[src/hdl/gsns_pkg.sv]
`timescale 1ns / 1ps
package gsns_pkg;

    // Command codes of an input transaction
    localparam logic [1:0] CMD_WRITE  = 2'd0;
    localparam logic [1:0] CMD_READ   = 2'd1;
    localparam logic [1:0] CMD_SEARCH = 2'd2;

    // Register indexes on the configuration port
    localparam logic REG_ROW_COUNT    = 1'b0;
    localparam logic REG_COLUMN_COUNT = 1'b1;

    localparam logic [4:0] ROW_COUNT_RESET    = 5'd16;
    localparam logic [4:0] COLUMN_COUNT_RESET = 5'd16;

    // Read sequence steps: cell first, then the four neighbors
    localparam logic [2:0] STEP_CELL  = 3'd0;
    localparam logic [2:0] STEP_UP    = 3'd1;
    localparam logic [2:0] STEP_DOWN  = 3'd2;
    localparam logic [2:0] STEP_LEFT  = 3'd3;
    localparam logic [2:0] STEP_RIGHT = 3'd4;

    typedef struct packed {
        logic [1:0]         command;
        logic [3:0]         col_x;
        logic [3:0]         row_y;
        logic signed [31:0] data_value;
    } in_item_t;

    typedef struct packed {
        logic               status;
        logic signed [31:0] cell_value;
        logic signed [31:0] up_value;
        logic signed [31:0] down_value;
        logic signed [31:0] left_value;
        logic signed [31:0] right_value;
        logic [3:0]         neighbor_mask;
        logic [3:0]         found_x;
        logic [3:0]         found_y;
    } out_item_t;

    typedef struct packed {
        logic [4:0] row_count;
        logic [4:0] column_count;
    } cfg_t;

    typedef enum logic [2:0] {
        ST_CLEAR,
        ST_IDLE,
        ST_EXEC,
        ST_READ,
        ST_WAIT,
        ST_SEARCH,
        ST_DONE
    } state_t;

endpackage

[src/hdl/gsns_cfg.sv]
`timescale 1ns / 1ps
module gsns_cfg (
    input  logic          aclk,
    input  logic          aresetn,
    input  logic          psel,
    input  logic          penable,
    input  logic          pwrite,
    input  logic [2:0]    paddr,
    input  logic [31:0]   pwdata,
    output logic [31:0]   prdata,
    output logic          pready,
    output gsns_pkg::cfg_t cfg
);
    import gsns_pkg::*;

    logic [4:0] row_count_reg;
    logic [4:0] column_count_reg;
    logic       wr_en;
    logic       reg_sel;

    assign pready  = 1'b1;
    assign wr_en   = psel & penable & pwrite;
    assign reg_sel = paddr[2];

    always_ff @(posedge aclk) begin
        if (!aresetn) begin
            row_count_reg    <= ROW_COUNT_RESET;
            column_count_reg <= COLUMN_COUNT_RESET;
        end else if (wr_en) begin
            case (reg_sel)
                REG_ROW_COUNT:    row_count_reg    <= pwdata[4:0];
                REG_COLUMN_COUNT: column_count_reg <= pwdata[4:0];
                default: ;
            endcase
        end
    end

    always_comb begin
        case (reg_sel)
            REG_ROW_COUNT:    prdata = {27'd0, row_count_reg};
            REG_COLUMN_COUNT: prdata = {27'd0, column_count_reg};
            default:          prdata = '0;
        endcase
    end

    assign cfg.row_count    = row_count_reg;
    assign cfg.column_count = column_count_reg;

endmodule

[config.mk]
export PLATFORM = sky130hd
export DESIGN_NAME = gsns_cfg
export DESIGN_NICKNAME = d
export VERILOG_FILES = /design/src/hdl/gsns_pkg.sv /design/src/hdl/gsns_cfg.sv
export SDC_FILE = /design/constraint.sdc
export NUM_CORES = 1
export LEC_CHECK = 0
export BUFFER_PORTS_ARGS = -buffer_cell sky130_fd_sc_hd__buf_2
export CELL_PAD_IN_SITES_DETAIL_PLACEMENT = 1
export CELL_PAD_IN_SITES_GLOBAL_PLACEMENT = 2
export CORE_UTILIZATION = 16
export DETAILED_ROUTE_END_ITERATION = 10
export GPL_ROUTABILITY_DRIVEN = 0
export GPL_TIMING_DRIVEN = 0
export PLACE_DENSITY = 0.92
export SLEW_MARGIN = 20
export SYNTH_ARGS = -nofsm -noshare
export SYNTH_HDL_FRONTEND = slang
export SYNTH_SLANG_ARGS = --single-unit
[constraint.sdc]
create_clock -name aclk -period 1.15 [get_ports aclk]
set_input_delay 0.23 -clock aclk [delete_from_list [all_inputs] [get_ports aclk]]
set_output_delay 0.23 -clock aclk [all_outputs]
set_load 0.05 [all_outputs]
Word-level counts from Yosys, hierarchy flattened
Cells that the tools add are included.

word-level totals
  register bits after elaboration = 10
  input bits = 40
  output and inout bits = 43
  word-level logic and storage cells = 8

cells by class
  multiplexer cells = 1
  bitwise operators = 3
  reductions and logical operators = 2

operators with widths
  kind               count
  $pmux W32 S2       1
  $reduce_and A2 Y1  2
  $and A1 B1 Y1      2
  $not A1 Y1         1

Longest topological paths before layout
Gate-level depths: netlist of run 1.

  depth after elaboration = 3
  gate-level depth with buffers = 3
  mapped depth without buffers = 2

Least setup slack after synthesis of run 1
Ideal clock, no wire load.

  path kind = reg-to-output
  from = register column_count_reg[4]
  to = output prdata[4]
  data arrival time = 1049 ps
  required time = 920 ps
  setup slack = -129 ps
  cell stages (with the launch flop) = 2
  path buffers = 0
  cell sequence = dfxtp_1 mux2_2

on the way
  word-level cells in the longest chain between the ends = 1

ends and longest elaborated chain
  element                   line            source
  start: declaration        gsns_cfg.sv:17  logic [4:0] column_count_reg;
  start signal: assignment  gsns_cfg.sv:32  REG_COLUMN_COUNT: column_count_reg <= pwdata[4:0];
  $pmux W32 S2              gsns_cfg.sv:39  case (reg_sel)
  end: declaration          gsns_cfg.sv:10  output logic [31:0] prdata,

Every way passes these cells. The select of a mux whose other input is x is not followed.

Final worst setup path of run 1
  from = register column_count_reg[1]
  to = output prdata[1]

The elaborated chain is that of the path after synthesis.

==> results of run 1 <==
per-layer routing:
layer	vias to the layer above	global-route usage (%)
met3	2	1.689
met2	36	13.00
li1	303	-
met4	0	4.787
met5	-	0
met1	260	6.673
what timing repair did:
| action | 4_1_cts | 5_1_grt |
|---|---|---|
| pin swaps | 0 | 0 |
| setup endpoints to repair | 5 | 9 |
| gates resized for setup | 17 | 6 |
| setup buffers | 5 | 0 |
| cloned | 0 | 0 |
critical path, stage by stage, from the launching register on:
cell     delay, ps
dfxtp_2        320
mux2_2         270
buf_6          150
power breakdown:
part / internal (mW) / leakage (nW) / switching, mW
Clock: 0.301 / 0.0288 / 0.135
Combinational: 0.124 / 0.567 / 0.298
Sequential: 0.357 / 0.0840 / 0.00468
worst max path at each step:
stage / startpoint / endpoint / slack [ps]
after floorplan: column_count_reg[4] / prdata[4] / 60
after global placement: paddr[2] / prdata[3] / 20
after detailed placement: paddr[2] / prdata[3] / 20
after CTS: column_count_reg[2] / prdata[2] / -60
after global routing: column_count_reg[2] / prdata[2] / -80
final: column_count_reg[1] / prdata[1] / -60
cell families after synthesis:
logic type	Yosys count
buf+inv	30
mux	15
simple gates	17
other cells	2
flops	10
placed cells by master (no fill, tap or decap):
cell / synthesis / final
mux2i_1: 10 / 10
dfxtp_2: 0 / 10
nand2_1: 12 / 12
nand4_2: 1 / 1
buf_2: 1 / 15
nand4b_4: 1 / 1
buf_6: 1 / 2
buf_8: 0 / 4
mux2_4: 0 / 4
nor2b_1: 3 / 3
clkbuf_8: 0 / 4
conb_1: 2 / 28
clkbuf_4: 0 / 4
mux2_2: 5 / 1
buf_4: 28 / 34
stage by stage:
stage | std cells | TNS [ps] | area (um^2) | util (%)
floorplan | 100 | 0 | 800.8 | -
global placement | 174 | 0 | 983.4 | 24.07
detailed placement | 174 | 0 | 983.4 | 24.07
CTS | 183 | -293.1 | 1132 | 27.71
global route | 183 | -376.9 | 1150 | 28.14
finish | 183 | -266.8 | 1150 | 28.14
cell type report:
class | count | share of cell area (%)
multi-input combinational | 60 | 32.75
buffer | 30 | 19.70
timing repair buffer | 29 | 18.82
sequential | 10 | 18.50
tap | 50 | 5.441
clock buffer | 4 | 4.788
==> reports/summary.txt, run 1 <==
outcome - complete, but fails checks
failing checks - negative setup slack
worst reg2reg path depth - 3
CTS H-tree lvls - 1
routed len/inst - 8.836 um
total gr overflow - 0
Die ar. - 0.004583 mm^2
Register Area - 212.7 um^2
yosys warns - 0
initial antenna violation count - 0
area of the multi-input gates - 376.6 um^2
share of the yosys chip area belonging to registers - 28.99%
P per Cell Area - 1061 mW/mm^2
hold_buf cts - 0
vias in the first global route - 521
Max rail drop VDD - 0.3222 mV
Synth async-reset ratio - 0%
Adder-Cell Fraction of Synth Area - 0%
Post-Synthesis Cells - 74
first-pass GRT wire length - 2304 um
Tcrit/Tclk final - 104.9%
Required @ worst endpoint - 920 ps
Synth Area in Compound Gates - 0%
die span in x - 67.70 um
Setup crit start kind - register
Detailed Place HPWL - 1320 um
dpl ws - 21.00 ps
WL met2 - 852 um
top cells by area, synth - buf_4 30%, dfxtp_1 29%, mux2i_1 14%, mux2_2 8.2%, nand2_1 6.5%
critical path capture point type - primary output
WHS Endpoint - row_count_reg[0]
unrepaired setup endpoints after global routing - yes
synthesized flop and latch total - 10
Hold Path Class - input pin to register
vias after detailed routing - 601
final hold violations - 0
Routed Wire Length - 1617 um
synth unique cells - 11
IO Pins - 83
RR Endpoint - column_count_reg[3]
DR pass1 iterations - 2
Post-synth EDFFs - 0
fillers - 486
leakage - 0.6796 nW
DRC errors left - 0
clk buf depth - 2
Layout Nets - 174
Setup Skew - 0 ps
final period demand of the worst path - 1206 ps
WL met3 - 175 um
Fin Hold WS - 262.9 ps
CTS Buf Count - 3
top_reg_cell synth - dfxtp_1
CTS tree - done
Post-synth top cells - 28 x buf_4, 12 x nand2_1, 10 x dfxtp_1, 10 x mux2i_1, 5 x mux2_2
Setup WS post-layout - -56.08 ps
metal1 wirelength - 575 um
Die H - 67.70 um
Post-Syn Area - 690.7 um^2
initial core utilization - 16.90%
xor and xnor fraction of the mapped netlist area - 0%
Crit Reg-Reg Startpoint - column_count_reg[3]
Max Cap Violations - 0
worst-path fanout max - 3
Fmax - 829.1 MHz
post-synthesis simple-gate area fraction - 14.49%
WP data arrival - 980 ps
setup violators final - 5
largest net degree at the start of global routing - 11
standard-cell rows - 23
Root Buffer - clkbuf_8
DR vias/cell - 3.284
multiplexer share of the synthesized area - 22.64%
placeable core area - 0.004086 mm^2
Iter 0 DRT Violations - 18
WS Path Type - register to primary output
Pins Over Slew Limit - 0
worst skew pair latency - 230 ps
Top Metal Used - met4
largest family of logic cells by synthesized area - buffers and inverters
post-synth top area cell - buf_4
Buffers on Ports - 24
Power, Total - 1.220 mW
Routed Antenna Nets - 0
most frequent cell after synthesis - buf_4
Worst-path clk slew - 50 ps
R2R Setup Slk - 450 ps
GRT Total Usage - 6.993%
Clock Sinks - 10
Syn Area/Cell - 9.333 um^2
layout cells sized above 1 - 60.15%
n_diodes - 0
Yosys top cell area share - 30.43%
hold path startpoint - pwdata[0]
Hold Crit Depth - 3
Layout area overhead - 66.49%
Power figures use the tool's default switching activity.
==> run 2: changes to the inputs <==
--- a/config.mk
+++ b/config.mk
@@ -8,6 +8,7 @@
 export BUFFER_PORTS_ARGS = -buffer_cell sky130_fd_sc_hd__buf_2
 export CELL_PAD_IN_SITES_DETAIL_PLACEMENT = 1
 export CELL_PAD_IN_SITES_GLOBAL_PLACEMENT = 2
+export CORE_ASPECT_RATIO = 0.8
 export CORE_UTILIZATION = 16
 export DETAILED_ROUTE_END_ITERATION = 10
 export GPL_ROUTABILITY_DRIVEN = 0
==> run 2 against run 1 <==
Compared with the run above: the flow still finishes with violations (negative setup slack); clock power about the same; cell count increased by 4.4%; cell area increased by 2.7%; critical endpoint is now prdata[4]; critical path type unchanged; largest power group unchanged; sequential power about the same.
==> reports/summary.txt, run 2 (synthesis results as in run 1) <==
leakage - 0.6919 nW
CTS Buf Count - 3
layout cells sized above 1 - 61.03%
CTS tree - done
first-pass GRT wire length - 2373 um
vias after detailed routing - 614
most frequent cells in the layout - 38 x buf_4, 28 x conb_1, 14 x buf_2
DRC errors left - 0
standard-cell rows - 20
area of the multi-input gates - 376.6 um^2
Routed Wire Length - 1674 um
Pins Over Slew Limit - 0
initial core utilization - 17.47%
Fmax - 829.8 MHz
Post-Place Cell Area - 989.7 um^2
hold_buf cts - 0
dpl ws - 23.17 ps
Die ar. - 0.004585 mm^2
Register Area - 212.7 um^2
Die H - 60.77 um
final period demand of the worst path - 1205 ps
die span in x - 75.46 um
Routed Antenna Nets - 0
Tcrit/Tclk final - 104.8%
n_diodes - 0
Worst-path clk slew - 50 ps
crit path cell chain - mux2_2 > buf_6
slowest CP cell - dfxtp_2
largest net degree at the start of global routing - 11
failing checks - negative setup slack
worst-path fanout max - 3
WS Path Type - register to primary output
final hold violations - 0
outcome - complete, but fails checks
CTS H-tree lvls - 1
commonest non-fill, non-tap cell in the layout - buf_4
DR pass1 iterations - 4
unrepaired setup endpoints after global routing - yes
routed len/inst - 8.764 um
CP max stage delay - 320 ps
Required @ worst endpoint - 920 ps
Detailed Place HPWL - 1265 um
IO Pins - 83
Clock Sinks - 10
Buffers on Ports - 24
fillers - 493
Finished Cell Area - 0.001181 mm^2
clk buf depth - 2
total gr overflow - 0
WP data arrival - 980 ps
P per Cell Area - 1036 mW/mm^2
Iter 0 DRT Violations - 10
setup violators final - 5
worst skew pair latency - 230 ps
Layout area overhead - 71.01%
critical path capture point type - primary output
DR vias/cell - 3.215
GRT Total Usage - 7.235%
initial antenna violation count - 0
Setup crit start kind - register
Layout Nets - 177
vias in the first global route - 535
Setup WS post-layout - -55.07 ps
Root Buffer - clkbuf_8
Setup Skew - 0 ps
placeable core area - 0.003954 mm^2
Hold Path Class - input pin to register
Max rail drop VDD - 0.2125 mV
Max Cap Violations - 0
## run 2: cell type report
cell class / count / area share, %
Tap cell: 55 / 5.826
Multi-Input combinational cell: 60 / 31.89
Buffer: 30 / 19.17
Sequential cell: 10 / 18.01
Timing Repair Buffer: 32 / 20.44
Clock buffer: 4 / 4.661
## run 2: metal layers
metal / GRT usage (%) / vias up / routed length, um / share of wire, %
li1: - / 307 / - / -
met1: 7.150 / 274 / 672 / 40
met2: 13.27 / 31 / 861 / 51
met3: 1.661 / 2 / 125 / 7.5
met4: 5.556 / 0 / 15 / 0.90
met5: 0 / - / 0 / 0
## run 2: final timing paths
| kind | startpoint | endpoint | slack (ps) | cells after the start |
|---|---|---|---|---|
| max | column_count_reg[4] | prdata[4] | -60 | 2 |
| min | pwdata[0] | column_count_reg[0] | 260 | 3 |
| max reg2reg | column_count_reg[0] | column_count_reg[0] | 340 | 4 |
| min reg2reg | column_count_reg[1] | column_count_reg[1] | 470 | 2 |
## run 2: critical path: cells and delay by family, from the launching register on
kind,cells,cell delay [ps]
flip-flops,1,320
multiplexers,1,270
buffers and inverters,1,150
## run 2: repair_timing
item                       4_1_cts  5_1_grt
setup endpoints to repair        5        9
resized for setup               20        4
buffers inserted                 7        1
## run 2: through the flow
| stage | TNS [ps] | total power [mW] | hold WS (ps) | instances | utilization, % |
|---|---|---|---|---|---|
| 3_5_place_dp | 0 | 0.7662 | 464.0 | 179 | 25.03 |
| 4_1_cts | -307.8 | 1.240 | 251.5 | 190 | 29.43 |
| 2_1_floorplan | 0 | 0.7235 | 383.5 | 100 | - |
| 5_1_grt | -392.7 | 1.281 | 262.9 | 191 | 29.87 |
| 6_report | -255.5 | 1.224 | 257.2 | 191 | 29.87 |
| 3_3_place_gp | 0 | 0.7648 | 451.2 | 179 | 25.03 |
## run 2: power by group
| part | total, mW | internal [mW] | leakage [nW] | switching, mW |
|---|---|---|---|---|
| registers | 0.361 | 0.356 | 0.0840 | 0.00445 |
| logic | 0.426 | 0.127 | 0.579 | 0.298 |
| clock network | 0.437 | 0.301 | 0.0288 | 0.136 |
| total | 1.22 | 0.785 | 0.692 | 0.439 |
==> run 3: changes to the inputs <==
--- a/config.mk
+++ b/config.mk
@@ -13,6 +13,7 @@
 export DETAILED_ROUTE_END_ITERATION = 10
 export GPL_ROUTABILITY_DRIVEN = 0
 export GPL_TIMING_DRIVEN = 0
+export MAX_ROUTING_LAYER = met4
 export PLACE_DENSITY = 0.92
 export SLEW_MARGIN = 20
 export SYNTH_ARGS = -nofsm -noshare
==> constraint.sdc (replaced) <==
create_clock -name aclk -period 1.4 [get_ports aclk]
set_input_delay 0.28 -clock aclk [delete_from_list [all_inputs] [get_ports aclk]]
set_output_delay 0.28 -clock aclk [all_outputs]
set_load 0.05 [all_outputs]
==> run 3 against run 2 <==
Compared with the run above: the run now ends clean; highest routed layer is now met3; non-clock buffer count is 8 lower; global-route usage shrank 0.49 points; count of clock-buffer cells in the layout decreased by 1; largest cell class is now multi-input gates; worst hold slack gained 62 ps; cell count shrank 4.7%.
==> reports/summary.txt, run 3 (synthesis results as in run 1) <==
DR vias/cell - 3.132
clock power share - 31.6%
worst-path fanout max - 3
Worst-path clk slew - 40 ps
first-pass GRT wire length - 2132 um
outcome - complete, no violations
worst skew pair latency - 230 ps
hold_buf cts - 0
Register Area - 200.2 um^2
Iter 0 DRT Violations - 2
Setup crit start kind - register
Required @ worst endpoint - 1120 ps
Setup WS post-layout - 103.2 ps
initial core utilization - 17.47%
Pins Over Slew Limit - 0
DRC errors left - 0
Tcrit/Tclk final - 92.63%
Switch Pwr - 0.3459 mW
placeable core area - 0.003954 mm^2
area of the multi-input gates - 361.6 um^2
Layout area overhead - 47.46%
n_diodes - 0
switching share of power - 37.84%
CTS Buf Count - 3
Routed Wire Length - 1552 um
final period demand of the worst path - 1297 ps
Die ar. - 0.004585 mm^2
Fmax - 771.1 MHz
largest net degree at the start of global routing - 11
DR pass1 iterations - 4
layout cells sized above 1 - 50.39%
Finished Layout Cells - 182
WP data arrival - 1020 ps
standard-cell rows - 20
initial antenna violation count - 0
CP max stage delay - 320 ps
Setup Skew - 0 ps
Buffers on Ports - 24
most frequent cells in the layout - 28 x buf_4, 28 x conb_1, 25 x buf_2
IO Pins - 83
sequential share of power - 32.4%
CTS H-tree lvls - 1
vias in the first global route - 499
leakage - 0.6214 nW
critical path capture point type - primary output
clk buf depth - 2
slowest CP cell - dfxtp_1
Die H - 60.77 um
Post-Place Cell Area - 977.2 um^2
final hold violations - 0
Root Buffer - clkbuf_8
fillers - 499
crit path cell chain - mux2_2 > buf_2
placed cells - 179
P per Cell Area - 897.4 mW/mm^2
Routed Antenna Nets - 0
GRT Total Usage - 6.746%
Setup Fix Bufs, Post-CTS - 0
Hold Path Class - input pin to register
Clock Sinks - 10
Fin Setup TNS - 0 ps
Layout Nets - 169
vias after detailed routing - 570
dpl ws - 182.1 ps
setup violators final - 0
die span in x - 75.46 um
Fin Hold WS - 318.9 ps
Max Cap Violations - 0
total gr overflow - 0
routed len/inst - 8.527 um
P_int - 0.5681 mW
Max rail drop VDD - 0.2154 mV
WS Path Type - register to primary output
CTS tree - done
Combinational Power Share - 36.0%
unrepaired setup endpoints after global routing - no
quantity of gates resized following cts - 0
Finished Cell Area - 0.001018 mm^2
==> run 3: changes by cell type in the layout (fill, tap and decap cells not counted), sizes merged <==
| cell | before | now |
|---|---|---|
| buf | 58 | 54 |
| clkbuf | 8 | 3 |
==> run 3: path summary, 6_finish.rpt <==
path	startpoint	to	slack [ps]	depth (start not counted)
setup / recovery	column_count_reg[1]	prdata[1]	100	2
hold / removal	pwdata[4]	column_count_reg[4]	320	3
setup reg to reg	row_count_reg[4]	row_count_reg[4]	790	2
hold reg to reg	row_count_reg[1]	row_count_reg[1]	470	2
==> run 3: layout make-up <==
| type | instances | area share (%) |
|---|---|---|
| Timing Repair Buffer | 24 | 11.79 |
| Buffer | 30 | 22.24 |
| Multi-Input combinational cell | 60 | 35.50 |
| Clock buffer | 3 | 4.054 |
| Tap cell | 55 | 6.757 |
| Sequential cell | 10 | 19.66 |
==> run 3: worst max-delay path: cells and delay by family (launching register included) <==
kind | cells | cell delay [ps]
buf+inv | 1 | 210
flops | 1 | 320
mux | 1 | 260
==> run 3: metrics by stage <==
| step | util (%) | total power [mW] |
|---|---|---|
| after global placement | 24.72 | 0.6274 |
| final | 25.76 | 0.9140 |
| after detailed placement | 24.72 | 0.6283 |
| after floorplan | - | 0.5930 |
| after global routing | 25.76 | 0.9581 |
| after CTS | 25.76 | 0.9296 |
==> run 3: routing by layer <==
metal | global-route usage, % | part of all wire (%)
met1 | 6.250 | 40
met2 | 13.14 | 56
met3 | 0.4983 | 4.2
met4 | 4.762 | 0
met5 | - | 0
==> run 3: power by group through the flow <==
stage               clock network (mW)  registers [mW]  logic (mW)
floorplan                            0           0.323       0.270
global placement                     0           0.301       0.326
detailed placement                   0           0.302       0.327
CTS                              0.306           0.296       0.327
global route                     0.317           0.296       0.345
finish                           0.288           0.296       0.329
