`config.mk`:
```
export PLATFORM = sky130hd
export DESIGN_NAME = gsns_ctrl
export DESIGN_NICKNAME = d
export VERILOG_FILES = /design/src/hdl/gsns_pkg.sv /design/src/hdl/gsns_ctrl.sv
export SDC_FILE = /design/constraint.sdc
export NUM_CORES = 1
export LEC_CHECK = 0
export ABC_AREA = 1
export BUFFER_PORTS_ARGS = -buffer_cell sky130_fd_sc_hd__buf_2
export CORE_UTILIZATION = 60
export CTS_BUF_LIST = sky130_fd_sc_hd__clkbuf_16
export CTS_CLUSTER_DIAMETER = 40
export DETAILED_ROUTE_END_ITERATION = 8
export GPL_TIMING_DRIVEN = 0
export MAX_ROUTING_LAYER = met4
export PLACE_DENSITY = 0.85
export SYNTH_ARGS = -nofsm -noshare
export SYNTH_HDL_FRONTEND = slang
export SYNTH_SLANG_ARGS = --single-unit
```
`constraint.sdc`:
```
create_clock -name aclk -period 33.3 [get_ports aclk]
set_input_delay 4.995 -clock aclk [delete_from_list [all_inputs] [get_ports aclk]]
set_output_delay 4.995 -clock aclk [all_outputs]
set_load 0.02 [all_outputs]
```
`src/hdl/gsns_pkg.sv`:
```
`timescale 1ns / 1ps
package gsns_pkg;

    // Command codes of an input transaction
    localparam logic [1:0] CMD_WRITE  = 2'd0;
    localparam logic [1:0] CMD_READ   = 2'd1;
    localparam logic [1:0] CMD_SEARCH = 2'd2;

    // Register indexes on the configuration port
    localparam logic REG_ROW_COUNT    = 1'b0;
    localparam logic REG_COLUMN_COUNT = 1'b1;

    localparam logic [4:0] ROW_COUNT_RESET    = 5'd16;
    localparam logic [4:0] COLUMN_COUNT_RESET = 5'd16;

    // Read sequence steps: cell first, then the four neighbors
    localparam logic [2:0] STEP_CELL  = 3'd0;
    localparam logic [2:0] STEP_UP    = 3'd1;
    localparam logic [2:0] STEP_DOWN  = 3'd2;
    localparam logic [2:0] STEP_LEFT  = 3'd3;
    localparam logic [2:0] STEP_RIGHT = 3'd4;

    typedef struct packed {
        logic [1:0]         command;
        logic [3:0]         col_x;
        logic [3:0]         row_y;
        logic signed [31:0] data_value;
    } in_item_t;

    typedef struct packed {
        logic               status;
        logic signed [31:0] cell_value;
        logic signed [31:0] up_value;
        logic signed [31:0] down_value;
        logic signed [31:0] left_value;
        logic signed [31:0] right_value;
        logic [3:0]         neighbor_mask;
        logic [3:0]         found_x;
        logic [3:0]         found_y;
    } out_item_t;

    typedef struct packed {
        logic [4:0] row_count;
        logic [4:0] column_count;
    } cfg_t;

    typedef enum logic [2:0] {
        ST_CLEAR,
        ST_IDLE,
        ST_EXEC,
        ST_READ,
        ST_WAIT,
        ST_SEARCH,
        ST_DONE
    } state_t;

endpackage

```
`src/hdl/gsns_ctrl.sv`:
```
`timescale 1ns / 1ps
module gsns_ctrl #(
    parameter int unsigned MAX_ROWS = 16,
    parameter int unsigned MAX_COLS = 16,
    parameter int unsigned DEPTH    = 256,
    parameter int unsigned AW       = 8
) (
    input  logic                 aclk,
    input  logic                 aresetn,
    input  gsns_pkg::cfg_t       cfg,
    input  logic                 s_valid,
    output logic                 s_ready,
    input  gsns_pkg::in_item_t   s_data,
    output logic                 m_valid,
    input  logic                 m_ready,
    output gsns_pkg::out_item_t  m_data,
    output logic                 mem_we,
    output logic [AW-1:0]        mem_waddr,
    output logic [31:0]          mem_wdata,
    output logic [AW-1:0]        mem_raddr,
    input  logic [31:0]          mem_rdata
);
    import gsns_pkg::*;

    localparam logic [AW-1:0] CLR_LAST = AW'(DEPTH - 1);

    state_t          state_reg,    state_next;
    in_item_t        item_reg,     item_next;
    out_item_t       res_reg,      res_next;
    out_item_t       m_data_reg,   m_data_next;
    logic            m_valid_reg,  m_valid_next;
    logic [AW-1:0]   clr_addr_reg, clr_addr_next;
    logic [2:0]      step_reg,     step_next;
    logic            rd_pend_reg,  rd_pend_next;
    logic [2:0]      rd_tag_reg,   rd_tag_next;
    logic [3:0]      present_reg,  present_next;
    logic [4:0]      r_reg,        r_next;
    logic [4:0]      c_reg,        c_next;
    logic            cmp_pend_reg, cmp_pend_next;
    logic [4:0]      cmp_r_reg,    cmp_r_next;
    logic [4:0]      cmp_c_reg,    cmp_c_next;
    logic            scan_end_reg, scan_end_next;

    logic [4:0]      nr;
    logic [4:0]      nc;
    logic [4:0]      x5;
    logic [4:0]      y5;
    logic            in_grid;
    logic [3:0]      nb_mask;
    logic            out_free;
    logic            hit;

    function automatic logic [AW-1:0] cell_addr(input logic [4:0] r, input logic [4:0] c);
        return AW'(32'(r) * MAX_COLS + 32'(c));
    endfunction

    // Clamp the configured size to the storage size
    assign nr = (32'(cfg.row_count) > MAX_ROWS) ? 5'(MAX_ROWS) : cfg.row_count;
    assign nc = (32'(cfg.column_count) > MAX_COLS) ? 5'(MAX_COLS) : cfg.column_count;

    assign x5      = {1'b0, item_reg.col_x};
    assign y5      = {1'b0, item_reg.row_y};
    assign in_grid = (x5 < nc) && (y5 < nr);
    assign nb_mask = {(x5 + 5'd1) < nc, x5 != 5'd0, (y5 + 5'd1) < nr, y5 != 5'd0};
    assign out_free = !m_valid_reg || m_ready;
    assign hit      = cmp_pend_reg && (mem_rdata == item_reg.data_value);

    always_ff @(posedge aclk) begin
        if (!aresetn) begin
            state_reg    <= ST_CLEAR;
            m_valid_reg  <= 1'b0;
            clr_addr_reg <= '0;
            rd_pend_reg  <= 1'b0;
            cmp_pend_reg <= 1'b0;
            scan_end_reg <= 1'b0;
            step_reg     <= STEP_CELL;
        end else begin
            state_reg    <= state_next;
            m_valid_reg  <= m_valid_next;
            clr_addr_reg <= clr_addr_next;
            rd_pend_reg  <= rd_pend_next;
            cmp_pend_reg <= cmp_pend_next;
            scan_end_reg <= scan_end_next;
            step_reg     <= step_next;
        end
        item_reg    <= item_next;
        res_reg     <= res_next;
        m_data_reg  <= m_data_next;
        rd_tag_reg  <= rd_tag_next;
        present_reg <= present_next;
        r_reg       <= r_next;
        c_reg       <= c_next;
        cmp_r_reg   <= cmp_r_next;
        cmp_c_reg   <= cmp_c_next;
    end

    always_comb begin
        state_next    = state_reg;
        item_next     = item_reg;
        res_next      = res_reg;
        m_data_next   = m_data_reg;
        m_valid_next  = m_valid_reg;
        clr_addr_next = clr_addr_reg;
        step_next     = step_reg;
        rd_pend_next  = 1'b0;
        rd_tag_next   = rd_tag_reg;
        present_next  = present_reg;
        r_next        = r_reg;
        c_next        = c_reg;
        cmp_pend_next = 1'b0;
        cmp_r_next    = cmp_r_reg;
        cmp_c_next    = cmp_c_reg;
        scan_end_next = scan_end_reg;
        s_ready       = 1'b0;
        mem_we        = 1'b0;
        mem_waddr     = clr_addr_reg;
        mem_wdata     = '0;
        mem_raddr     = cell_addr(y5, x5);

        // Land read data of the previous cycle in its result slot
        if (rd_pend_reg) begin
            case (rd_tag_reg)
                STEP_CELL:  res_next.cell_value  = mem_rdata;
                STEP_UP:    if (present_reg[0]) res_next.up_value    = mem_rdata;
                STEP_DOWN:  if (present_reg[1]) res_next.down_value  = mem_rdata;
                STEP_LEFT:  if (present_reg[2]) res_next.left_value  = mem_rdata;
                STEP_RIGHT: if (present_reg[3]) res_next.right_value = mem_rdata;
                default: ;
            endcase
        end

        if (m_valid_reg && m_ready) begin
            m_valid_next = 1'b0;
        end

        case (state_reg)
            ST_CLEAR: begin
                mem_we        = 1'b1;
                clr_addr_next = clr_addr_reg + AW'(1);
                if (clr_addr_reg == CLR_LAST) begin
                    state_next = ST_IDLE;
                end
            end
            ST_IDLE: begin
                s_ready = 1'b1;
                if (s_valid) begin
                    item_next  = s_data;
                    state_next = ST_EXEC;
                end
            end
            ST_EXEC: begin
                res_next        = '0;
                res_next.status = 1'b1;
                state_next      = ST_DONE;
                case (item_reg.command)
                    CMD_WRITE: begin
                        if (in_grid) begin
                            mem_we          = 1'b1;
                            mem_waddr       = cell_addr(y5, x5);
                            mem_wdata       = item_reg.data_value;
                            res_next.status = 1'b0;
                        end
                    end
                    CMD_READ: begin
                        if (in_grid) begin
                            res_next.status        = 1'b0;
                            res_next.neighbor_mask = nb_mask;
                            present_next           = nb_mask;
                            step_next              = STEP_CELL;
                            state_next             = ST_READ;
                        end
                    end
                    CMD_SEARCH: begin
                        if (nr != 5'd0 && nc != 5'd0) begin
                            r_next        = '0;
                            c_next        = '0;
                            scan_end_next = 1'b0;
                            state_next    = ST_SEARCH;
                        end
                    end
                    default: ;
                endcase
            end
            ST_READ: begin
                // Absent neighbors read the cell itself; their data is dropped
                case (step_reg)
                    STEP_UP:
                        if (present_reg[0]) mem_raddr = cell_addr(y5 - 5'd1, x5);
                    STEP_DOWN:
                        if (present_reg[1]) mem_raddr = cell_addr(y5 + 5'd1, x5);
                    STEP_LEFT:
                        if (present_reg[2]) mem_raddr = cell_addr(y5, x5 - 5'd1);
                    STEP_RIGHT:
                        if (present_reg[3]) mem_raddr = cell_addr(y5, x5 + 5'd1);
                    default: ;
                endcase
                rd_pend_next = 1'b1;
                rd_tag_next  = step_reg;
                if (step_reg == STEP_RIGHT) begin
                    state_next = ST_WAIT;
                end else begin
                    step_next = step_reg + 3'd1;
                end
            end
            ST_WAIT: begin
                state_next = ST_DONE;
            end
            ST_SEARCH: begin
                if (hit) begin
                    res_next.status  = 1'b0;
                    res_next.found_x = cmp_c_reg[3:0];
                    res_next.found_y = cmp_r_reg[3:0];
                    state_next       = ST_DONE;
                end else if (scan_end_reg) begin
                    state_next = ST_DONE;
                end else begin
                    mem_raddr     = cell_addr(r_reg, c_reg);
                    cmp_pend_next = 1'b1;
                    cmp_r_next    = r_reg;
                    cmp_c_next    = c_reg;
                    if ((c_reg + 5'd1) == nc) begin
                        c_next = '0;
                        if ((r_reg + 5'd1) == nr) begin
                            scan_end_next = 1'b1;
                        end else begin
                            r_next = r_reg + 5'd1;
                        end
                    end else begin
                        c_next = c_reg + 5'd1;
                    end
                end
            end
            ST_DONE: begin
                if (out_free) begin
                    m_valid_next = 1'b1;
                    m_data_next  = res_reg;
                    state_next   = ST_IDLE;
                end
            end
            default: begin
                state_next = ST_IDLE;
            end
        endcase
    end

    assign m_valid = m_valid_reg;
    assign m_data  = m_data_reg;

`ifndef SYNTHESIS
    a_we_state: assert property (@(posedge aclk) disable iff (!aresetn)
        mem_we |-> (state_reg == ST_CLEAR || state_reg == ST_EXEC))
        else $error("memory written outside clear or execute");

    a_accept_exec: assert property (@(posedge aclk) disable iff (!aresetn)
        (s_valid && s_ready) |=> (state_reg == ST_EXEC))
        else $error("accepted transaction not executed");

    a_load_done: assert property (@(posedge aclk) disable iff (!aresetn)
        $rose(m_valid_reg) |-> ($past(state_reg) == ST_DONE))
        else $error("result loaded outside done state");

    a_fail_zero: assert property (@(posedge aclk) disable iff (!aresetn)
        (m_valid_reg && m_data_reg.status) |->
            (m_data_reg.neighbor_mask == 4'd0 && m_data_reg.found_x == 4'd0 &&
             m_data_reg.found_y == 4'd0 && m_data_reg.cell_value == 32'sd0))
        else $error("failed result carries nonzero fields");

    a_rd_pend: assert property (@(posedge aclk) disable iff (!aresetn)
        rd_pend_reg |-> (state_reg == ST_READ || state_reg == ST_WAIT))
        else $error("read data pending outside read sequence");
`endif

endmodule

```
# After elaboration in Yosys (flattened, before gate mapping)
# Index checks and enable logic that the tools add are counted.
# word_totals
regBits,431
inputBits,88
word_cells,190
# op_classes
add_sub_neg,14
order_cmp,6
n_eq_ne,35
mux,63
bitwise,4
reduce_logical,33
# op_table
operator,n
two-way mux 32 bit,3
two-way mux 8 bit,10
two-way mux 5 bit,11
equality test 32 bit,1
case mux 8 bit (2 select lines),2
case mux 8 bit (4 select lines),1
two-way mux 3 bit,10
adder 8 x 4 -> 8 bit,3
adder 8 x 5 -> 8 bit,3
inequality test 2 bit (second input constant),12
case mux 3 bit (7 select lines),1
case mux 5 bit (2 select lines),2
nonzero test 5 bit,4
equality test 3 x 2 -> 1 bit (second input constant),6
AND reduction 3 bit,6
two-way mux 1 bit,17
equality test 3 bit (second input constant),5
case mux 3 bit (2 select lines),2
adder 4 x 1 -> 5 bit (second input constant),2
adder 5 x 1 -> 5 bit (second input constant),2
equality test 5 bit,2
> comparator 5 bit (second input constant),2
less-than comparator 4 x 5 -> 1 bit,2
less-than comparator 5 bit,2
other kinds (25),44

# Longest topological paths before layout
# Gate-level depths: netlist of run 1.
# depth
ltp_word,8
depth_mapped,16

# Worst setup path before layout of run 1
# No wires, ideal clock.
# synth_timing
path_type,in2reg
startpoint,input m_ready
endpoint,"register m_data_reg (netlist bit m_data[0]), enable pin"
arrival_time_ns,16.692
t_required_ns,32.382
setup_slack_ns,15.690
stages,2
cell_sequence,nor2_1 > nor3_1
# synth_between
elab_chain_len,2
# synth_lines
element,line_no,text
from (decl),gsns_ctrl.sv:15,"input logic m_ready,"
logical OR 1 bit,gsns_ctrl.sv:65,assign out_free = !m_valid_reg || m_ready;
AND reduction 2 bit (no source line),-,
to (signal assigned),gsns_ctrl.sv:88,m_data_reg <= m_data_next;
to (decl),gsns_ctrl.sv:30,"out_item_t m_data_reg, m_data_next;"
# No other way between the ends.
# A chain may end at the register's enable or synchronous reset.

# Final worst setup path of run 1
# layout_timing
startpoint,input mem_rdata[28]
endpoint,output mem_raddr[6]
# layout_between
elab_chain_len,4
# layout_lines
element,line_no,text
from (decl),gsns_ctrl.sv:21,input logic [31:0] mem_rdata
equality test 32 bit,gsns_ctrl.sv:66,assign hit = cmp_pend_reg && (mem_rdata == item_reg.data_value);
logical AND 1 bit,gsns_ctrl.sv:66,
two-way mux 8 bit,gsns_ctrl.sv:209,if (hit) begin
case mux 8 bit (2 select lines),gsns_ctrl.sv:136,case (state_reg)
to (decl),gsns_ctrl.sv:20,"output logic [AW-1:0] mem_raddr,"
# No other way between the ends.

==> results of run 1 <==
area by class of cell:
class                           count  area, um2
Clock inverter                     37        280
Tap cell                          372        465
Fill cell                        1780       6620
Multi-Input combinational cell    931       4760
Clock buffer                       51       1280
Sequential cell                   431      11200
Inverter                          182        683
Timing Repair Buffer              326       1740
Buffer                             61        260
Antenna cell                        3       7.51
routing by layer:
layer  share of wire (%)  GRT usage (%)
met1                  39           48.0
met4                 4.3           16.8
met5                   0              -
met3                  11           6.02
met2                  47           57.5
placed cells by master (no fill, tap or decap), types with 3 or more instances in the layout:
cell type,instances
nor3_1,12
buf_2,316
o21ai_0,202
xor2_1,15
inv_2,3
nand2_1,212
nor2_4,10
and2_1,6
o211ai_1,8
nand3_1,37
inv_6,3
inv_4,3
xnor2_1,5
diode_2,3
o22ai_1,5
a21oi_1,172
inv_1,185
nand4_1,14
buf_6,16
clkinvlp_4,4
nor3b_1,3
edfxtp_1,253
clkinv_1,10
nor2_1,163
clkbuf_16,51
ha_1,36
clkbuf_1,52
dfxtp_1,178
clkinv_2,6
per-stage QoR:
step | util, % | hold slack (ps) | setup WS [ps] | area, um2
final | 75.7 | 418 | 20720 | 20600
after global routing | 75.7 | 421 | 20530 | 20600
after global placement | 69.2 | 406 | 11210 | 18900
after CTS | 75.7 | 415 | 20770 | 20600
after detailed placement | 70.0 | 405 | 20800 | 19100
after floorplan | - | 400 | 15690 | 16800
logic make-up (layout without fill, tap and decap cells):
group	Yosys count	after routing	share of synthesized area (%)
adder cells (fa/ha/maj)	36	36	2.67
flip-flops	431	431	66.2
other	0	3	0
XOR/XNOR	20	20	1.04
AND/OR/NAND/NOR	468	468	11.8
AO/OA/AOI/OAI	407	407	12.7
buffers and inverters	243	657	5.60
worst max-delay path by stage:
stage / start / end / cells after the start
6_report: mem_rdata[28] / mem_raddr[6] / 14
4_1_cts: cfg[2] / mem_wdata[2] / 16
2_1_floorplan: m_ready / m_data[0]$_DFFE_PP_ / 2
3_3_place_gp: m_ready / m_data[86]$_DFFE_PP_ / 3
5_1_grt: cfg[2] / mem_wdata[2] / 16
3_5_place_dp: mem_rdata[28] / mem_raddr[5] / 14
where the power goes:
part | internal (W) | switching [W] | total [W]
clock network | 0.000295 | 0.000219 | 0.000514
logic | 0.0000701 | 0.000169 | 0.000239
registers | 0.000623 | 0.0000293 | 0.000652
==> flow_metrics.tcl, run 1 <==
set metrics [dict create \
    io_pins 312 \
    worst_pin_slew_ps 1220 \
    critical_path_arrival_ps 7580 \
    r2r_end "r_reg[0]$_SDFFCE_PN0P_" \
    cts_hold_buf 0 \
    synth_cell_types 50 \
    rsz0062_at_grt "false" \
    yosys_most_used_dff "edfxtp_1" \
    yosysTopAreaCellShare_pct 45.1 \
    critical_path_class "primary input to output port" \
    yosysSeqAreaShare_pct 66.2 \
    period_minus_slack_ps 12580 \
    cp-end-kind "output port" \
    rr_worst_depth 8 \
    layout-drive-gt1-share_pct 21.2 \
    hold_end "m_data[5]$_DFFE_PP_" \
    htree_levels 2 \
    synthCells 1605 \
    hold_path_class "flip-flop to flip-flop" \
    ant_nets 0 \
    outcome "complete, no violations" \
    start_util_pct 61.8 \
    core_area_um2 27300 \
    crit_required_ps 28300 \
    synth_edf_count 253 \
    slowest_stage "clkinv_1" \
    crit_fanout 15 \
    timing.rr.start "state_reg[2]$_SDFFE_PN0P_" \
    grt_pass1_vias 13400 \
    die-height_um 170 \
    finalSetupViolCount 0 \
    reg2reg_slack_ps 30670 \
    drt-wirelength-per-cell_um 21.6 \
    finish.net_count 2104 \
    drtPass1Iterations 6 \
    ys_seq_elements 431 \
    crit_chain "buf_2, inv_1, nand2_1, nand2_1, nand2_1, nor2_1, nand2_1, nor2_1, nand3_1, nand3_1, clkinv_1, nand3_1, nand4_1, buf_2" \
    synth_area_per_cell_um2 10.5 \
    root_buffer "clkbuf_16" \
    numClockSinks 431 \
    die_width_um 170 \
    numCtsBuffers 47 \
    grt_pass1_wl_mm 76.9 \
    area_growth_pct 22.5 \
    drc_errors 0 \
    clk_path_buf_depth 3 \
    grt_usage_pct 37.0 \
    num_vias 13900 \
    maxCapViolations 0 \
    hold_viol 0 \
    setup_tns_ps 0 \
    post-route-period-util_pct 37.8 \
    num_rows 60 \
    routed_wl_mm 51.8 \
    gp_congestion 0.985 \
    hold_start "res_reg[5]$_SDFFCE_PN0P_" \
    die-area_um2 28800 \
    antenna_found_initial 3 \
    cp_slowest_stage_delay_ps 530 \
    slew_headroom_pct 18.0 \
    fmax_mhz 79.5 \
    ir_drop_mv 0.0469 \
    synth_common_cells "253 x edfxtp_1, 212 x nand2_1, 202 x o21ai_0" \
    cts-resized-gates 0 \
    synth_warnings 0 \
    powerDensity_nw_per_um2 68.1 \
    avgViaCountPerCell 5.81 \
    cts_setup_buffers 0 \
    cts_tree "yes" \
    critPathLaunchType "primary input" \
    clk_latency_ps 570 \
    async_reset_ff_share_pct 0 \
    p_leak_nw 8.78 \
    final_max_slew_viol_count 0 \
    clkTransAtPathRegs_ps 60 \
    cp_num_buf_inv 4 \
    portBuffers 310 \
    synth_largest_area_cell "edfxtp_1" \
    drtIter0Drc 1735 \
    power_w 0.00141 \
    crit_path_frequent_cell "nand2_1" \
    stdcell_count 2394 \
    holdPathStages 0 \
    synth_fp_nets 1729 \
    clock_skew_ps 30.5 \
    grt_max_degree 32 \
    cp_top_family "simple AND/OR/NAND/NOR gates" \
    grt_overflow_total 0 \
    synth_area_leaders "edfxtp_1 45%, dfxtp_1 21%, o21ai_0 6.0%" \
    placed_cells 2303 \
    dp_hpwl_mm 37.6 \
    syn_area_um2 16800 \
    synth_most_common_cell "edfxtp_1" \
]
Power figures use the tool's default switching activity.
==> run 2, diff against run 1 <==
--- a/config.mk
+++ b/config.mk
@@ -5,15 +5,15 @@
 export SDC_FILE = /design/constraint.sdc
 export NUM_CORES = 1
 export LEC_CHECK = 0
-export ABC_AREA = 1
+export ABC_AREA = 0
 export BUFFER_PORTS_ARGS = -buffer_cell sky130_fd_sc_hd__buf_2
-export CORE_UTILIZATION = 60
+export CORE_UTILIZATION = 50
 export CTS_BUF_LIST = sky130_fd_sc_hd__clkbuf_16
 export CTS_CLUSTER_DIAMETER = 40
 export DETAILED_ROUTE_END_ITERATION = 8
 export GPL_TIMING_DRIVEN = 0
 export MAX_ROUTING_LAYER = met4
-export PLACE_DENSITY = 0.85
+export PLACE_DENSITY = 0.76
 export SYNTH_ARGS = -nofsm -noshare
 export SYNTH_HDL_FRONTEND = slang
 export SYNTH_SLANG_ARGS = --single-unit
==> constraint.sdc (replaced) <==
create_clock -name aclk -period 10.2 [get_ports aclk]
set_input_delay 1.53 -clock aclk [delete_from_list [all_inputs] [get_ports aclk]]
set_output_delay 1.53 -clock aclk [all_outputs]
set_load 0.02 [all_outputs]
==> run 2 against run 1 <==
  * Non-clock buffer count grew 7
  * Largest power group unchanged
  * First-iteration DRC count shrank 45%
  * Area after synthesis shrank 1.4%
  * Clock power grew to 3.5 times the previous value
  * Worst setup slack lost 17000 ps
==> flow_metrics.tcl, run 2 <==
set metrics [dict create \
    drc_errors 0 \
    die-area_um2 34000 \
    place_ws_ps 3870 \
    core_area_um2 32600 \
    crit_chain "clkbuf_1, inv_1, nand2_1, ha_1, a21oi_1, o21ai_0, a211oi_1, nand2_1, nor2_1, clkbuf_1, and2_1, buf_2" \
    grt_max_degree 34 \
    synth_largest_area_cell "edfxtp_1" \
    layout-drive-gt1-share_pct 22.7 \
    placed_cells 2208 \
    stdcell_count 2314 \
    synthCells 1450 \
    drtPass1Iterations 5 \
    avgViaCountPerCell 5.39 \
    worst_hold_slack_ps 411 \
    dp_hpwl_mm 33.9 \
    num_rows 66 \
    cp-end-kind "output port" \
    root_buffer "clkbuf_16" \
    async_reset_ff_share_pct 0 \
    ant_nets 0 \
    synth_edf_count 253 \
    num_vias 12500 \
    grt_pass1_vias 12000 \
    hold_path_class "flip-flop to flip-flop" \
    cts_setup_buffers 0 \
    portBuffers 309 \
    fmax_mhz 156 \
    period_minus_slack_ps 6400 \
    crit_required_ps 8670 \
    critPathLaunchType "primary input" \
    synth_area_leaders "edfxtp_1 46%, dfxtp_1 21%, nand2_1 8.1%" \
    cp_slowest_stage_delay_ps 540 \
    critical_path_arrival_ps 4870 \
    finalSetupViolCount 0 \
    worst_pin_slew_ps 942 \
    maxCapViolations 0 \
    cts_hold_buf 0 \
    drtIter0Drc 950 \
    post-route-period-util_pct 62.7 \
    powerDensity_nw_per_um2 208 \
    synth_most_common_cell "nand2_1" \
    worst_slack_ps 3800 \
    grt_usage_pct 28.1 \
    io_pins 312 \
    numClockSinks 431 \
    clk_latency_ps 590 \
    rsz0062_at_grt "false" \
    clkTransAtPathRegs_ps 60 \
    cts-resized-gates 0 \
    slowest_stage "clkbuf_1" \
    critical_path_class "primary input to output port" \
    outcome "complete, no violations" \
    area_growth_pct 24.0 \
    yosysSeqAreaShare_pct 67.2 \
    syn_area_um2 16600 \
    clock_skew_ps 27.6 \
    drt-wirelength-per-cell_um 20.2 \
    die-height_um 184 \
    htree_levels 2 \
    start_util_pct 50.9 \
    ir_drop_mv 0.145 \
    routed_wl_mm 46.7 \
    synth_area_per_cell_um2 11.5 \
    final_max_slew_viol_count 0 \
    power_w 0.00429 \
    synth_fp_nets 1574 \
    p_leak_nw 8.31 \
    hold_viol 0 \
    ys_seq_elements 431 \
    antenna_found_initial 7 \
    synth_cell_types 64 \
    synth_common_cells "357 x nand2_1, 253 x edfxtp_1, 181 x a21oi_1" \
    final_common_cell "nand2_1" \
    synth_warnings 0 \
    grt_pass1_wl_mm 68.8 \
    finish.net_count 1945 \
    setup_tns_ps 0 \
    layout_common_cells "357 x nand2_1, 311 x buf_2, 253 x edfxtp_1" \
    grt_overflow_total 0 \
    yosys_most_used_dff "edfxtp_1" \
    crit_fanout 10 \
    die_width_um 184 \
    clk_path_buf_depth 3 \
    yosysTopAreaCellShare_pct 45.7 \
    slew_headroom_pct 36.7 \
    numCtsBuffers 53 \
    cts_tree "yes" \
    gp_congestion 0.882 \
    reg2reg_slack_ps 6820 \
]
run 2: layer usage:
| layer | GRT usage (%) | share of wire [%] |
|---|---|---|
| met5 | - | 0 |
| met4 | 10.6 | 3.5 |
| met3 | 5.57 | 7.8 |
| met2 | 45.7 | 48 |
| met1 | 34.6 | 41 |
run 2: cells by family after synthesis:
family          count (synthesis)  synth area share (%)
mux                            15                 0.972
compound gates                260                  8.96
fa+ha+maj                      36                  2.71
xor+xnor                       54                  2.85
buf+inv                       103                  2.37
simple gates                  551                  15.0
flops                         431                  67.2
run 2: area by class of cell:
class	instances	area (um2)
diodes	8	20.0
flip-flops and latches	431	11200
multi-input cells	916	5070
clock buffers	54	1350
well taps	442	553
fillers	2577	12000
plain buffers	78	300
clock inverters	44	357
repair buffers	316	1690
inverters	25	93.8
run 2: path summary, 6_finish.rpt:
path | from | end | cells after the start
max | cfg[4] | mem_wdata[28] | 12
min | res_reg[8]$_SDFFCE_PP0P_ | m_data[8]$_DFFE_PP_ | 0
max reg2reg | item_reg[30]$_DFFE_PP_ | res_reg[4]$_SDFFCE_PN0P_ | 6
min reg2reg | res_reg[8]$_SDFFCE_PP0P_ | m_data[8]$_DFFE_PP_ | 0
run 2: worst max-delay path: cells and delay by family:
kind / cells / cell delay [ps]
buf+inv: 4 / 1250
simple gates: 4 / 1030
compound gates: 3 / 800
fa+ha+maj: 1 / 250
run 2: report_power, final:
group	leakage, nW	internal [W]	switching, W
registers	3.80	0.00207	0.000105
clock network	0.855	0.00103	0.000747
logic	3.66	0.000148	0.000184
total	8.31	0.00325	0.00104
run 2: stage by stage:
stage | area (um2) | utilization, %
detailed placement | 18900 | 57.8
finish | 20600 | 63.1
global route | 20600 | 63.1
floorplan | 16600 | -
CTS | 20600 | 63.1
global placement | 18700 | 57.4
